--- src/rtl/lsbame_pkg.sv ---
// ----------------------------------------------------------------------------
// LSB audio message extract - shared definitions
// Widths and constants for the LSB message extractor.
// ----------------------------------------------------------------------------
package lsbame_pkg;

    // sample and header widths
    localparam int SAMPLE_BITS = 16;
    localparam int LENGTH_BITS = 32;
    localparam int BYTE_BITS   = 8;
    localparam int MAXLEN_BITS = LENGTH_BITS - 1;

    // counter wide enough to count header bits
    localparam int COUNT_BITS  = $clog2(LENGTH_BITS);

    // max_length after reset
    localparam logic [MAXLEN_BITS-1:0] MAX_LENGTH_RESET = MAXLEN_BITS'(1000);

    // status codes
    localparam logic STATUS_BYTE  = 1'b0;
    localparam logic STATUS_ERROR = 1'b1;

endpackage

--- src/rtl/lsb_audio_message_extract.sv ---
// ----------------------------------------------------------------------------
// LSB audio message extract
// Recovers a length-prefixed message from the LSBs of an audio sample stream.
// ----------------------------------------------------------------------------
// Latency: a result is valid in the cycle after the sample that completes it.
// Throughput: one sample per cycle; the state update and byte/header assembly
// sit between the state registers and the output register.
// A result waiting for out_ready holds off new samples until it is taken.
// Reset (rst_n low, asynchronous) clears all control state and sets
// max_length to 1000; the block then ignores samples until a first flag.
module lsb_audio_message_extract
(
    input  logic                                 clk,
    input  logic                                 rst_n,
    // configuration write
    input  logic                                 cfg_valid,
    output logic                                 cfg_ready,
    input  logic [lsbame_pkg::MAXLEN_BITS-1:0]   max_length,
    // sample input
    input  logic                                 in_valid,
    output logic                                 in_ready,
    input  logic signed [lsbame_pkg::SAMPLE_BITS-1:0] sample,
    input  logic                                 first,
    // result output
    output logic                                 out_valid,
    input  logic                                 out_ready,
    output logic [lsbame_pkg::BYTE_BITS-1:0]     data_byte,
    output logic                                 last,
    output logic                                 status
);

    typedef enum logic [1:0]
    {
        PH_IDLE,
        PH_HEADER,
        PH_DATA,
        PH_DONE
    } phase_t;

    phase_t                                   phase_reg,        phase_next;
    logic [lsbame_pkg::COUNT_BITS-1:0]        bit_count_reg,    bit_count_next;
    logic [lsbame_pkg::LENGTH_BITS-1:0]       length_shift_reg, length_shift_next;
    logic [lsbame_pkg::BYTE_BITS-1:0]         byte_shift_reg,   byte_shift_next;
    logic [lsbame_pkg::MAXLEN_BITS-1:0]       bytes_left_reg,   bytes_left_next;
    logic [lsbame_pkg::MAXLEN_BITS-1:0]       max_length_reg;

    logic                                     out_valid_reg,    out_valid_next;
    logic [lsbame_pkg::BYTE_BITS-1:0]         data_byte_reg,    data_byte_next;
    logic                                     last_reg,         last_next;
    logic                                     status_reg,       status_next;

    // working values: the state registers, or restart values on a first flag
    phase_t                                   ph_eff;
    logic [lsbame_pkg::COUNT_BITS-1:0]        cnt_eff;
    logic [lsbame_pkg::LENGTH_BITS-1:0]       len_eff;
    logic [lsbame_pkg::BYTE_BITS-1:0]         byte_eff;
    logic [lsbame_pkg::MAXLEN_BITS-1:0]       left_eff;

    logic                                     in_fire;
    logic                                     lsb;
    logic [lsbame_pkg::LENGTH_BITS-1:0]       len_new;
    logic [lsbame_pkg::BYTE_BITS-1:0]         byte_new;
    logic [lsbame_pkg::COUNT_BITS-1:0]        cnt_inc;
    logic [lsbame_pkg::MAXLEN_BITS-1:0]       left_dec;
    logic                                     len_bad;
    logic                                     emit;

    assign cfg_ready = 1'b1;
    assign in_ready  = !out_valid_reg || out_ready;
    assign in_fire   = in_valid && in_ready;
    assign lsb       = sample[0];

    assign out_valid = out_valid_reg;
    assign data_byte = data_byte_reg;
    assign last      = last_reg;
    assign status    = status_reg;

    // first flag restarts decoding with this sample as header bit 0
    always_comb
    begin
        if (first)
        begin
            ph_eff   = PH_HEADER;
            cnt_eff  = '0;
            len_eff  = '0;
            byte_eff = '0;
            left_eff = '0;
        end
        else
        begin
            ph_eff   = phase_reg;
            cnt_eff  = bit_count_reg;
            len_eff  = length_shift_reg;
            byte_eff = byte_shift_reg;
            left_eff = bytes_left_reg;
        end
    end

    // shift in the LSB and check the header
    assign len_new  = {len_eff[lsbame_pkg::LENGTH_BITS-2:0], lsb};
    assign byte_new = {byte_eff[lsbame_pkg::BYTE_BITS-2:0], lsb};
    assign cnt_inc  = cnt_eff + 1'b1;
    assign left_dec = left_eff - 1'b1;
    assign len_bad  = len_new[lsbame_pkg::LENGTH_BITS-1]
                   || (len_new == '0)
                   || (len_new[lsbame_pkg::MAXLEN_BITS-1:0] > max_length_reg);

    // next state and result
    always_comb
    begin
        phase_next        = phase_reg;
        bit_count_next    = bit_count_reg;
        length_shift_next = length_shift_reg;
        byte_shift_next   = byte_shift_reg;
        bytes_left_next   = bytes_left_reg;
        emit              = 1'b0;
        data_byte_next    = data_byte_reg;
        last_next         = last_reg;
        status_next       = status_reg;

        if (in_fire)
        begin
            phase_next        = ph_eff;
            bit_count_next    = cnt_eff;
            length_shift_next = len_eff;
            byte_shift_next   = byte_eff;
            bytes_left_next   = left_eff;

            case (ph_eff)
                PH_HEADER:
                begin
                    length_shift_next = len_new;
                    if (cnt_eff != lsbame_pkg::COUNT_BITS'(lsbame_pkg::LENGTH_BITS - 1))
                    begin
                        bit_count_next = cnt_inc;
                    end
                    else
                    begin
                        bit_count_next = '0;
                        if (len_bad)
                        begin
                            phase_next     = PH_DONE;
                            emit           = 1'b1;
                            data_byte_next = '0;
                            last_next      = 1'b1;
                            status_next    = lsbame_pkg::STATUS_ERROR;
                        end
                        else
                        begin
                            bytes_left_next = len_new[lsbame_pkg::MAXLEN_BITS-1:0];
                            byte_shift_next = '0;
                            phase_next      = PH_DATA;
                        end
                    end
                end
                PH_DATA:
                begin
                    if (cnt_inc != lsbame_pkg::COUNT_BITS'(lsbame_pkg::BYTE_BITS))
                    begin
                        byte_shift_next = byte_new;
                        bit_count_next  = cnt_inc;
                    end
                    else
                    begin
                        // byte complete
                        byte_shift_next = '0;
                        bit_count_next  = '0;
                        bytes_left_next = left_dec;
                        emit            = 1'b1;
                        data_byte_next  = byte_new;
                        last_next       = (left_dec == '0);
                        status_next     = lsbame_pkg::STATUS_BYTE;
                        if (left_dec == '0)
                        begin
                            phase_next = PH_DONE;
                        end
                    end
                end
                default:
                begin
                    // idle or finished: sample ignored
                end
            endcase
        end

        if (emit)
        begin
            out_valid_next = 1'b1;
        end
        else if (out_ready)
        begin
            out_valid_next = 1'b0;
        end
        else
        begin
            out_valid_next = out_valid_reg;
        end
    end

    // control state
    always_ff @(posedge clk or negedge rst_n)
    begin
        if (!rst_n)
        begin
            phase_reg        <= PH_IDLE;
            bit_count_reg    <= '0;
            length_shift_reg <= '0;
            byte_shift_reg   <= '0;
            bytes_left_reg   <= '0;
            max_length_reg   <= lsbame_pkg::MAX_LENGTH_RESET;
            out_valid_reg    <= 1'b0;
        end
        else
        begin
            phase_reg        <= phase_next;
            bit_count_reg    <= bit_count_next;
            length_shift_reg <= length_shift_next;
            byte_shift_reg   <= byte_shift_next;
            bytes_left_reg   <= bytes_left_next;
            out_valid_reg    <= out_valid_next;
            if (cfg_valid && cfg_ready)
            begin
                max_length_reg <= max_length;
            end
        end
    end

    // result payload
    always_ff @(posedge clk)
    begin
        data_byte_reg <= data_byte_next;
        last_reg      <= last_next;
        status_reg    <= status_next;
    end

    // ------------------------------------------------------------------------
    // assertions
    // ------------------------------------------------------------------------

    // error result carries last and a zero byte
    a_error_shape: assert property (@(posedge clk) disable iff (!rst_n)
        out_valid && (status == lsbame_pkg::STATUS_ERROR) |-> last && (data_byte == '0))
        else $error("error result without last or with non-zero byte");

    // byte bit counter stays below one byte
    a_data_count: assert property (@(posedge clk) disable iff (!rst_n)
        (phase_reg == PH_DATA) |->
            (bit_count_reg < lsbame_pkg::COUNT_BITS'(lsbame_pkg::BYTE_BITS)))
        else $error("bit count overran a byte");

    // while reading bytes, at least one byte remains
    a_data_left: assert property (@(posedge clk) disable iff (!rst_n)
        (phase_reg == PH_DATA) |-> (bytes_left_reg != '0))
        else $error("data phase with no bytes left");

    // a new result only follows an accepted sample
    a_result_cause: assert property (@(posedge clk) disable iff (!rst_n)
        out_valid && !$past(out_valid && !out_ready) |-> $past(in_valid && in_ready))
        else $error("result appeared without an accepted sample");

endmodule

--- config.mk ---
export PLATFORM = sky130hd
export DESIGN_NAME = lsb_audio_message_extract
export DESIGN_NICKNAME = d
export VERILOG_FILES = /design/src/rtl/lsbame_pkg.sv /design/src/rtl/lsb_audio_message_extract.sv
export SDC_FILE = /design/constraint.sdc
export NUM_CORES = 1
export LEC_CHECK = 0
export BUFFER_PORTS_ARGS = -buffer_cell sky130_fd_sc_hd__clkbuf_2
export CORE_AREA = 5 5 128 130
export DETAILED_ROUTE_END_ITERATION = 8
export DIE_AREA = 0 0 133 135
export PLACE_DENSITY = 0.68
export SLEW_MARGIN = 20
export SYNTH_ARGS = -nofsm -noshare
export SYNTH_HDL_FRONTEND = slang
export SYNTH_SLANG_ARGS = --single-unit
--- constraint.sdc ---
create_clock -name clk -period 9.5 [get_ports clk]
set_input_delay 0 -clock clk [delete_from_list [all_inputs] [get_ports clk]]
set_output_delay 0 -clock clk [all_outputs]
set_load 0.02 [all_outputs]
# == Word level (Yosys, flattened, before mapping) ==
# Cells that the tools add are included.
# W data, S select, Z words.
# totals
reg_bits,119
inputBits,53
word_cells,69
# op_classes
add_sub_neg,2
n_lt_le_gt_ge,1
n_eq_ne,7
muxes,39
reduce_logical,10
# ops
operator,n
$mux W31,6
$pmux W31 S2,1
$mux W8,7
$logic_not A32 Y1,1
$pmux W8 S2,2
$gt A31 B31 Y1,1
$logic_not A31 Y1,1
$sub A31 B1 Y31 const B,1
$mux W5,3
$mux W1,11
$pmux W5 S2,1
$mux W2,4
$ne A2 B2 Y1 const B,3
$pmux W1 S2,3
$add A5 B1 Y5 const B,1
$ne A5 B4 Y1 const B,1
$ne A5 B5 Y1 const B,1
$reduce_and A5 Y1,1
$pmux W2 S2,1
$reduce_bool A2 Y1,2
$logic_or A1 B1 Y1,3
$eq A2 B1 Y1 const B,1
$eq A2 B2 Y1 const B,1
$logic_and A1 B1 Y1,1
$logic_not A1 Y1,1

# == Longest topological paths before layout ==
# Gate-level depths: netlist of the first run.
# depth
depth_word,9
ltp_mapped,17
mapped_depth_nobuf,12

# == Least setup slack after synthesis of the first run ==
# Ideal clock, no wire load.
# synth_timing
kind,input to register
from,input port first
to,register bytes_left_reg[25] (netlist name)
setup_time_ps,126
arrival_time_ps,3960
required_ps,9374
setup_slack_ps,5414
cell_stages,15
cell_sequence,clkbuf_1 > buf_1 > clkbuf_1 > clkbuf_1 > clkbuf_1 > nor2b_1 > ha_1 > nand4_2 > or4_4 > nor4b_2 > a31oi_1 > or3_1 > buf_2 > a311o_1 > a221o_1
# synth_between
elab_chain_len,7
word_cells_on_any_way,18
classes_between,2 x add/sub; 1 x order compare; 4 x eq/ne; 8 x mux; 3 x reduce/logical
# synth_rtl
item,line,source
from (decl),lsb_audio_message_extract.sv:23,"input logic first,"
branches (longest 6 deep; another with $gt A31 B31 Y1),--,
$pmux W31 S2 (*),lsb_audio_message_extract.sv:129,case (ph_eff)
to (signal assigned),lsb_audio_message_extract.sv:219,bytes_left_reg <= bytes_left_next;
to (decl),lsb_audio_message_extract.sv:44,"logic [lsbame_pkg::MAXLEN_BITS-1:0] bytes_left_reg, bytes_left_next;"
# Every way passes the cells marked *.
# A chain may end at the register's enable or synchronous reset.

# == Worst setup path in the final report of the first run ==
# layout_timing
from,register phase_reg[0]
to,register bytes_left_reg[10] (netlist name)
# layout_between
elab_chain_len,3
word_cells_on_any_way,4
classes_between,2 x eq/ne; 2 x mux
# layout_rtl
item,line,source
from (decl),lsb_audio_message_extract.sv:40,"phase_t phase_reg, phase_next;"
from (signal assigned),lsb_audio_message_extract.sv:215,phase_reg <= phase_next;
$mux W2 (*),lsb_audio_message_extract.sv:81,if (first)
$eq A2 B2 Y1 / $eq A2 B1 Y1 (equally long branches),lsb_audio_message_extract.sv:129,
$pmux W31 S2 (*),lsb_audio_message_extract.sv:129,
# Mark *: on every way between the ends. The rest lies on a longest branch, timed or not.

==> results.sh, run 1 <==
export IMPL_place_port_buffers=49
export IMPL_async_flop_share=0.915
export IMPL_ys_warn_count=0
export IMPL_synthCells=867
export IMPL_syn_area_mm2=0.00740
export IMPL_r2r_end="bytes_left_reg[10]"
export IMPL_clk_pin_slew_ns=0.06
export IMPL_p_sw_mw=0.401
export IMPL_outcome="finished clean"
export IMPL_grt_pass1_wl_um=35600
export IMPL_p_total_mw=1.43
export IMPL_critPathBufInv=2
export IMPL_cts_sinks=118
export IMPL_critPathLaunchType="flop"
export IMPL_gp_congestion=0.978
export IMPL_crit_chain="nor2_1 -> inv_1 -> ha_1 -> inv_1 -> nand3_1 -> nor2_1 -> nand2_1 -> o21ai_1 -> o21bai_1 -> a221o_1"
export IMPL_p_per_area_mw_per_mm2=164
export IMPL_cts_setup_buffers=0
export IMPL_final_period_utilization=0.423
export IMPL_cp_required_ns=9.86
export IMPL_ys_seq_area_frac=0.407
export IMPL_worst_pin_slew_ns=0.941
export IMPL_cpMaxStageDelayCell="o21ai_1"
export IMPL_viasPerCell=6.28
export IMPL_final_hold_viol_count=0
export IMPL_die_width_um=133
export IMPL_r2r_start="phase_reg[0]"
export IMPL_overflow=0
export IMPL_critPathKind="reg -> reg"
export IMPL_clock_path_buffers=2
export IMPL_finalSetupViolCount=0
export IMPL_diodes=0
export IMPL_drcViolationCount=0
export IMPL_worstSetupEndpointType="flop"
export IMPL_slew_violations=0
export IMPL_htree_levels=4
export IMPL_cts_tree="done"
export IMPL_synth_top_area_share=0.345
export IMPL_avgSynthCellArea_um2=8.54
export IMPL_syn_to_final_growth_pct=17.5
export IMPL_rsz0062_at_grt="no"
export IMPL_fp_dieH_um=135
export IMPL_max_slew_margin=0.373
export IMPL_wire_per_inst_um=19.3
export IMPL_antenna_found_initial=0
export IMPL_peakVddDrop_v=0.000132
export IMPL_max_stage_delay_ns=0.78
export IMPL_synth_ff_type="dfrtp_1"
export IMPL_synth_edf_count=10
export IMPL_synth_area_leaders="dfrtp_1, o21ai_0, ha_1, nand2_1, edfxtp_1"
export IMPL_max_freq_mhz=249
export IMPL_ys_ff_latch=118
export IMPL_synth_top_area_cell="dfrtp_1"
export IMPL_crit_arrival_ns=4.38
export IMPL_tns_ns=0
export IMPL_ant_nets=0
export IMPL_crit_fanout=10
export IMPL_rows=45
export IMPL_max_cap_viol_count=0
export IMPL_fin_skew_ns=0.0121
export IMPL_pwr_share_comb=0.155
export IMPL_rrSetupSlack_ns=5.48
export IMPL_drt_iter0_markers=897
export IMPL_dieArea_mm2=0.0180
export IMPL_yosys_cell_types_count=67
export IMPL_dp_hpwl_um=14300
export IMPL_min_path_type="in -> async"
export IMPL_clkPwrFrac=0.458
export IMPL_period_minus_slack_ns=4.02
export IMPL_grt_start_max_net_pins=70
export IMPL_core_mm2=0.0150
export IMPL_dr_pass1_iters=6
export IMPL_cts_resized=0
export IMPL_wirelength_um=21700
export IMPL_power_share_switching=0.281
export IMPL_p_seq_frac=0.387
export IMPL_start_util=0.492
export IMPL_internal_power_mw=1.03
export IMPL_nNetsFinal=1013
export IMPL_vias=7069
export IMPL_reg2reg_depth=10
export IMPL_hold_slack_ns=0.109
export IMPL_ios=66
export IMPL_drive_gt1_frac=0.118
export IMPL_numCtsBuffers=17
export IMPL_grtUsageTotal=0.248
export IMPL_synth_nets=956
export IMPL_clk_latency_ns=0.43
export IMPL_hold_buffers=35
export IMPL_p_leak_nw=3.88
export IMPL_grt_pass1_vias=6693
export IMPL_cp_top_family="compound AO/OA/AOI/OAI gates"
export IMPL_cts_root_buf="clkbuf_16"
==> worst max-delay path by stage <==
stage	startpoint	end	slack, ns	cells after the start
floorplan	first	bytes_left_reg[25]	5.41	15
global placement	first	bytes_left_reg[25]	5.25	12
detailed placement	first	bytes_left_reg[25]	5.22	12
CTS	phase_reg[0]	bytes_left_reg[4]	5.60	10
global route	phase_reg[0]	bytes_left_reg[4]	5.26	10
finish	phase_reg[0]	bytes_left_reg[10]	5.48	10
==> through the flow <==
step	instances	util	setup WS, ns	instance area [um2]
final	1125	0.579	5.48	8700
after global routing	1125	0.579	5.26	8700
after floorplan	867	-	5.41	7400
after detailed placement	1058	0.516	5.22	7750
after CTS	1125	0.579	5.60	8700
after global placement	1058	0.516	5.25	7750
==> worst reg2reg max path, cell delays in order, from the launching register on <==
cell and delay, ns:
dfrtp_1 0.38, nor2_1 0.13, inv_1 0.09, ha_1 0.45, inv_1 0.31, nand3_1 0.26
nor2_1 0.39, nand2_1 0.40, o21ai_1 0.78, o21bai_1 0.49, a221o_1 0.28
==> kinds of logic (layout without fill, tap and decap cells) <==
logic type / Yosys count / after routing / synth area share
simple gates: 310 / 310 / 0.210
compound gates: 284 / 284 / 0.245
flops: 118 / 118 / 0.407
buf+inv: 99 / 169 / 0.0521
fa+ha+maj: 36 / 36 / 0.0608
mux: 13 / 13 / 0.0181
xor+xnor: 6 / 6 / 0.00710
other cells: 1 / 1 / 0.000507
==> area by class of cell <==
type	instances	area (um2)
fill	1313	6330
multi-input combinational	650	4020
tap	188	235
sequential	118	3010
inverter	42	158
clock inverter	8	96.3
clock buffer	24	502
timing repair buffer	95	681
==> cell usage after synthesis, drive strengths merged (3+ instances only) <==
cell and count:
a2111oi 3, nand4 14, o221ai 6, a21o 5, inv 41, clkbuf 46
or4 8, nor3 20, a22o 10, ha 36, buf 11, a21oi 50
o211ai 6, nor2b 35, mux2 3, nor4b 3, o31ai 13, nor3b 3
nand3 15, nor4 19, a221o 15, dfstp 6, dfrtp 102, o311ai 3
o21ai 107, or3 6, nor2 54, a31oi 15, xnor2 5, nand2b 6
nand3b 3, and3 10, nand2 111, a22oi 32, mux2i 10, edfxtp 10
==> placed cells by master (no fill, tap or decap), types with 16 or more instances in the layout <==
cell	n
nand2_1	111
o21ai_0	103
dfrtp_1	102
nor2_1	53
a21oi_1	50
clkbuf_2	47
inv_1	41
ha_1	36
nor2b_1	35
dlygate4sd3_1	35
a22oi_1	32
nor3_1	19
clkbuf_16	17
nor4_1	16
==> routing by layer <==
metal,vias up,share of wire,routed length [um],GRT usage
met5,-,0,0,0
met4,0,0.030,649,0.103
met3,60,0.083,1800,0.0503
met2,330,0.46,9870,0.388
met1,3362,0.43,9350,0.338
li1,3317,-,-,-
==> power groups by stage <==
stage          registers [mW]  clock network [mW]  logic [mW]
3_5_place_dp            0.561                   0       0.207
4_1_cts                 0.553               0.661       0.219
3_3_place_gp            0.561                   0       0.204
5_1_grt                 0.556               0.687       0.246
2_1_floorplan           0.554                   0       0.140
6_report                0.553               0.654       0.222
Power figures use the tool's default switching activity.
==> inputs of run 2 (changes only) <==
ABC_AREA = 1   (was not set)
CORE_AREA = 5 5 138 140   (was 5 5 128 130)
DIE_AREA = 0 0 143 145   (was 0 0 133 135)
PLACE_DENSITY = 0.7   (was 0.68)
clock period = 3.52 ns   (was 9.5 ns; I/O delays follow)
==> results.sh, run 2 <==
export IMPL_ys_seq_area_frac=0.348
export IMPL_ys_ff_latch=118
export IMPL_cpMaxStageDelayCell="dlygate4sd3_1"
export IMPL_drcViolationCount=0
export IMPL_max_cap_viol_count=0
export IMPL_vias=8600
export IMPL_p_leak_nw=5.21
export IMPL_synth_xor_area_share=0.00809
export IMPL_avgSynthCellArea_um2=6.65
export IMPL_outcome="finished clean"
export IMPL_synth_ff_type="dfrtp_1"
export IMPL_crit_arrival_ns=3.50
export IMPL_top_usage_layer="met2"
export IMPL_synth_commonest_cells="nand2_1, inv_1, a21oi_1"
export IMPL_critPathBufInv=3
export IMPL_mostFrequentLayoutCell="nand2_1"
export IMPL_ant_nets=0
export IMPL_diodes=0
export IMPL_clock_path_buffers=2
export IMPL_wire_per_inst_um=14.7
export IMPL_yosysMostFrequentCell="nand2_1"
export IMPL_yosys_cell_types_count=39
export IMPL_path_common_cell="nand2_1"
export IMPL_fillCellCount=1663
export IMPL_antenna_found_initial=0
export IMPL_grtUsageMet1=0.322
export IMPL_peakVddDrop_v=0.000369
export IMPL_critPathLaunchType="flop"
export IMPL_p_per_area_mw_per_mm2=485
export IMPL_overflow=0
export IMPL_tns_ns=0
export IMPL_finalSetupViolCount=0
export IMPL_slew_violations=0
export IMPL_max_slew_margin=0.284
export IMPL_synth_area_leaders="dfrtp_1, nand2_1, a21oi_1, inv_1, o21ai_0"
export IMPL_synthSimpleGateAreaFrac=0.316
export IMPL_crit_fanout=12
export IMPL_final_util=0.560
export IMPL_fp_dieH_um=145
export IMPL_wirelength_um=23500
export IMPL_met3_usage=0.0405
export IMPL_place_ws_ns=0.388
export IMPL_min_path_type="in -> reg"
export IMPL_dp_hpwl_um=16000
export IMPL_cts_root_buf="clkbuf_16"
export IMPL_grtUsageTotal=0.236
export IMPL_rows=49
export IMPL_ys_warn_count=0
export IMPL_cp_required_ns=3.82
export IMPL_nNetsFinal=1449
export IMPL_synth_nets=1392
export IMPL_synth_top_family_by_area="simple AND/OR/NAND/NOR gates"
export IMPL_grt_pass1_vias=8096
export IMPL_synth_edf_count=10
export IMPL_start_util=0.489
export IMPL_grt_start_max_net_pins=100
export IMPL_period_minus_slack_ns=3.19
export IMPL_cts_tree="done"
export IMPL_cts_setup_buffers=0
export IMPL_final_period_utilization=0.907
export IMPL_drt_iter0_markers=734
export IMPL_critPathKind="reg -> reg"
export IMPL_dr_pass1_iters=5
export IMPL_synthAdderAreaFrac=0.0520
export IMPL_synth_top_area_share=0.295
export IMPL_cp_top_family="simple AND/OR/NAND/NOR gates"
export IMPL_muxShareOfSynthArea=0.00130
export IMPL_syn_area_mm2=0.00866
export IMPL_mostFrequentLayoutCells="nand2_1, inv_1, a21oi_1, nor2_1, o21ai_0"
export IMPL_numCtsBuffers=17
export IMPL_worstSetupEndpointType="flop"
export IMPL_viasPerCell=5.37
export IMPL_rsz0062_at_grt="no"
export IMPL_syn_to_final_growth_pct=14.6
export IMPL_synth_compound_area_frac=0.169
export IMPL_core_mm2=0.0177
export IMPL_crit_chain="nand2_1 -> inv_1 -> ha_1 -> nand2_1 -> nor2_1 -> nand3_1 -> nor3_1 -> nand4_1 -> nand2_1 -> buf_4 -> nand2_1 -> nand2_1 -> o21ai_2 -> nand3_1 -> nand2_1 -> dlygate4sd3_1"
export IMPL_dieArea_mm2=0.0207
export IMPL_drive_gt1_frac=0.110
export IMPL_ios=66
export IMPL_worst_slack_ns=0.327
export IMPL_final_hold_viol_count=0
export IMPL_max_stage_delay_ns=0.55
export IMPL_cts_sinks=118
export IMPL_worst_pin_slew_ns=1.07
export IMPL_synthCells=1303
export IMPL_clk_latency_ns=0.43
export IMPL_fin_skew_ns=0.0113
export IMPL_htree_levels=4
export IMPL_async_flop_share=0.915
export IMPL_clk_pin_slew_ns=0.06
export IMPL_synth_top_area_cell="dfrtp_1"
export IMPL_use_met2=0.379
export IMPL_place_port_buffers=49
export IMPL_gp_congestion=0.933
export IMPL_die_width_um=143
export IMPL_max_freq_mhz=313
export IMPL_grt_pass1_wl_um=40100
==> run 2: cell count changes in the layout (fill, tap and decap cells not counted), moves of 30 or more <==
cell     previous run  this run
nand3_1            15        69
nor2_1             53       112
nor2b_1            35         0
a22oi_1            32         2
inv_1              41       153
nand2_1           111       390
a21oi_1            50       127
==> run 2: what timing repair did <==
| item | 4_1_cts | 5_1_grt |
|---|---|---|
| hold endpoints to repair | 98 | 0 |
| hold buffers | 35 | 0 |
| gates resized for setup | 0 | 2 |
| endpoints found under the setup margin | 0 | 1 |
==> run 2: logic make-up (layout without fill, tap and decap cells) <==
family	count (synthesis)	count (layout)
xor gates and xnor gates	8	8
other	1	1
AOI/OAI and AO/OA	277	277
adders and majority gates	36	36
muxes	1	1
and+or+nand+nor	639	639
DFF	118	118
buffers and inverters	223	293
==> run 2: area by class of cell <==
type | count | area, um2 | share of cell area
clock buffers | 18 | 429 | 0.0432
multi-input cells | 962 | 4750 | 0.478
inverters | 156 | 586 | 0.0590
flip-flops and latches | 118 | 3010 | 0.303
repair buffers | 105 | 768 | 0.0774
clock inverters | 14 | 103 | 0.0103
well taps | 229 | 287 | 0.0289
==> run 2: layer usage <==
layer,wire (um),part of all wire
met5,0,0
met2,10900,0.46
met4,609,0.026
met1,10500,0.45
met3,1500,0.064
==> run 2: through the flow <==
stage                     power [mW]  instances  hold WS, ns  instance area [um2]
after detailed placement        3.19       1535        0.187                 9040
after CTS                       4.82       1602        0.165                 9930
final                           4.81       1602        0.182                 9930
after global placement          3.16       1535        0.188                 9040
after floorplan                 2.82       1303       -0.296                 8660
after global routing            5.14       1602        0.196                 9930
==> run 2: report_power, final <==
| part | internal [mW] | leakage, nW | switching (mW) |
|---|---|---|---|
| clock | 0.902 | 0.253 | 0.692 |
| combinational | 0.504 | 3.52 | 1.03 |
| sequential | 1.57 | 1.43 | 0.115 |
==> run 2: worst paths after layout <==
path / endpoint / depth (start not counted) / from / slack [ns]
max: out_valid / 16 / length_shift_reg[29] / 0.33
min in group asynchronous: bytes_left_reg[19] / 2 / rst_n / 0.27
min: length_shift_reg[23] / 6 / first / 0.18
min reg2reg: byte_shift_reg[6] / 2 / byte_shift_reg[6] / 0.48
max reg2reg: out_valid / 16 / length_shift_reg[29] / 0.33
max in group asynchronous: max_length_reg[3] / 3 / rst_n / 2.43
==> run 2: worst min-delay path, cell delays in order <==
cell	delay, ns
clkbuf_2	0.11
inv_2	0.15
nand2_1	0.12
nor2_1	0.04
inv_1	0.07
a21oi_1	0.07
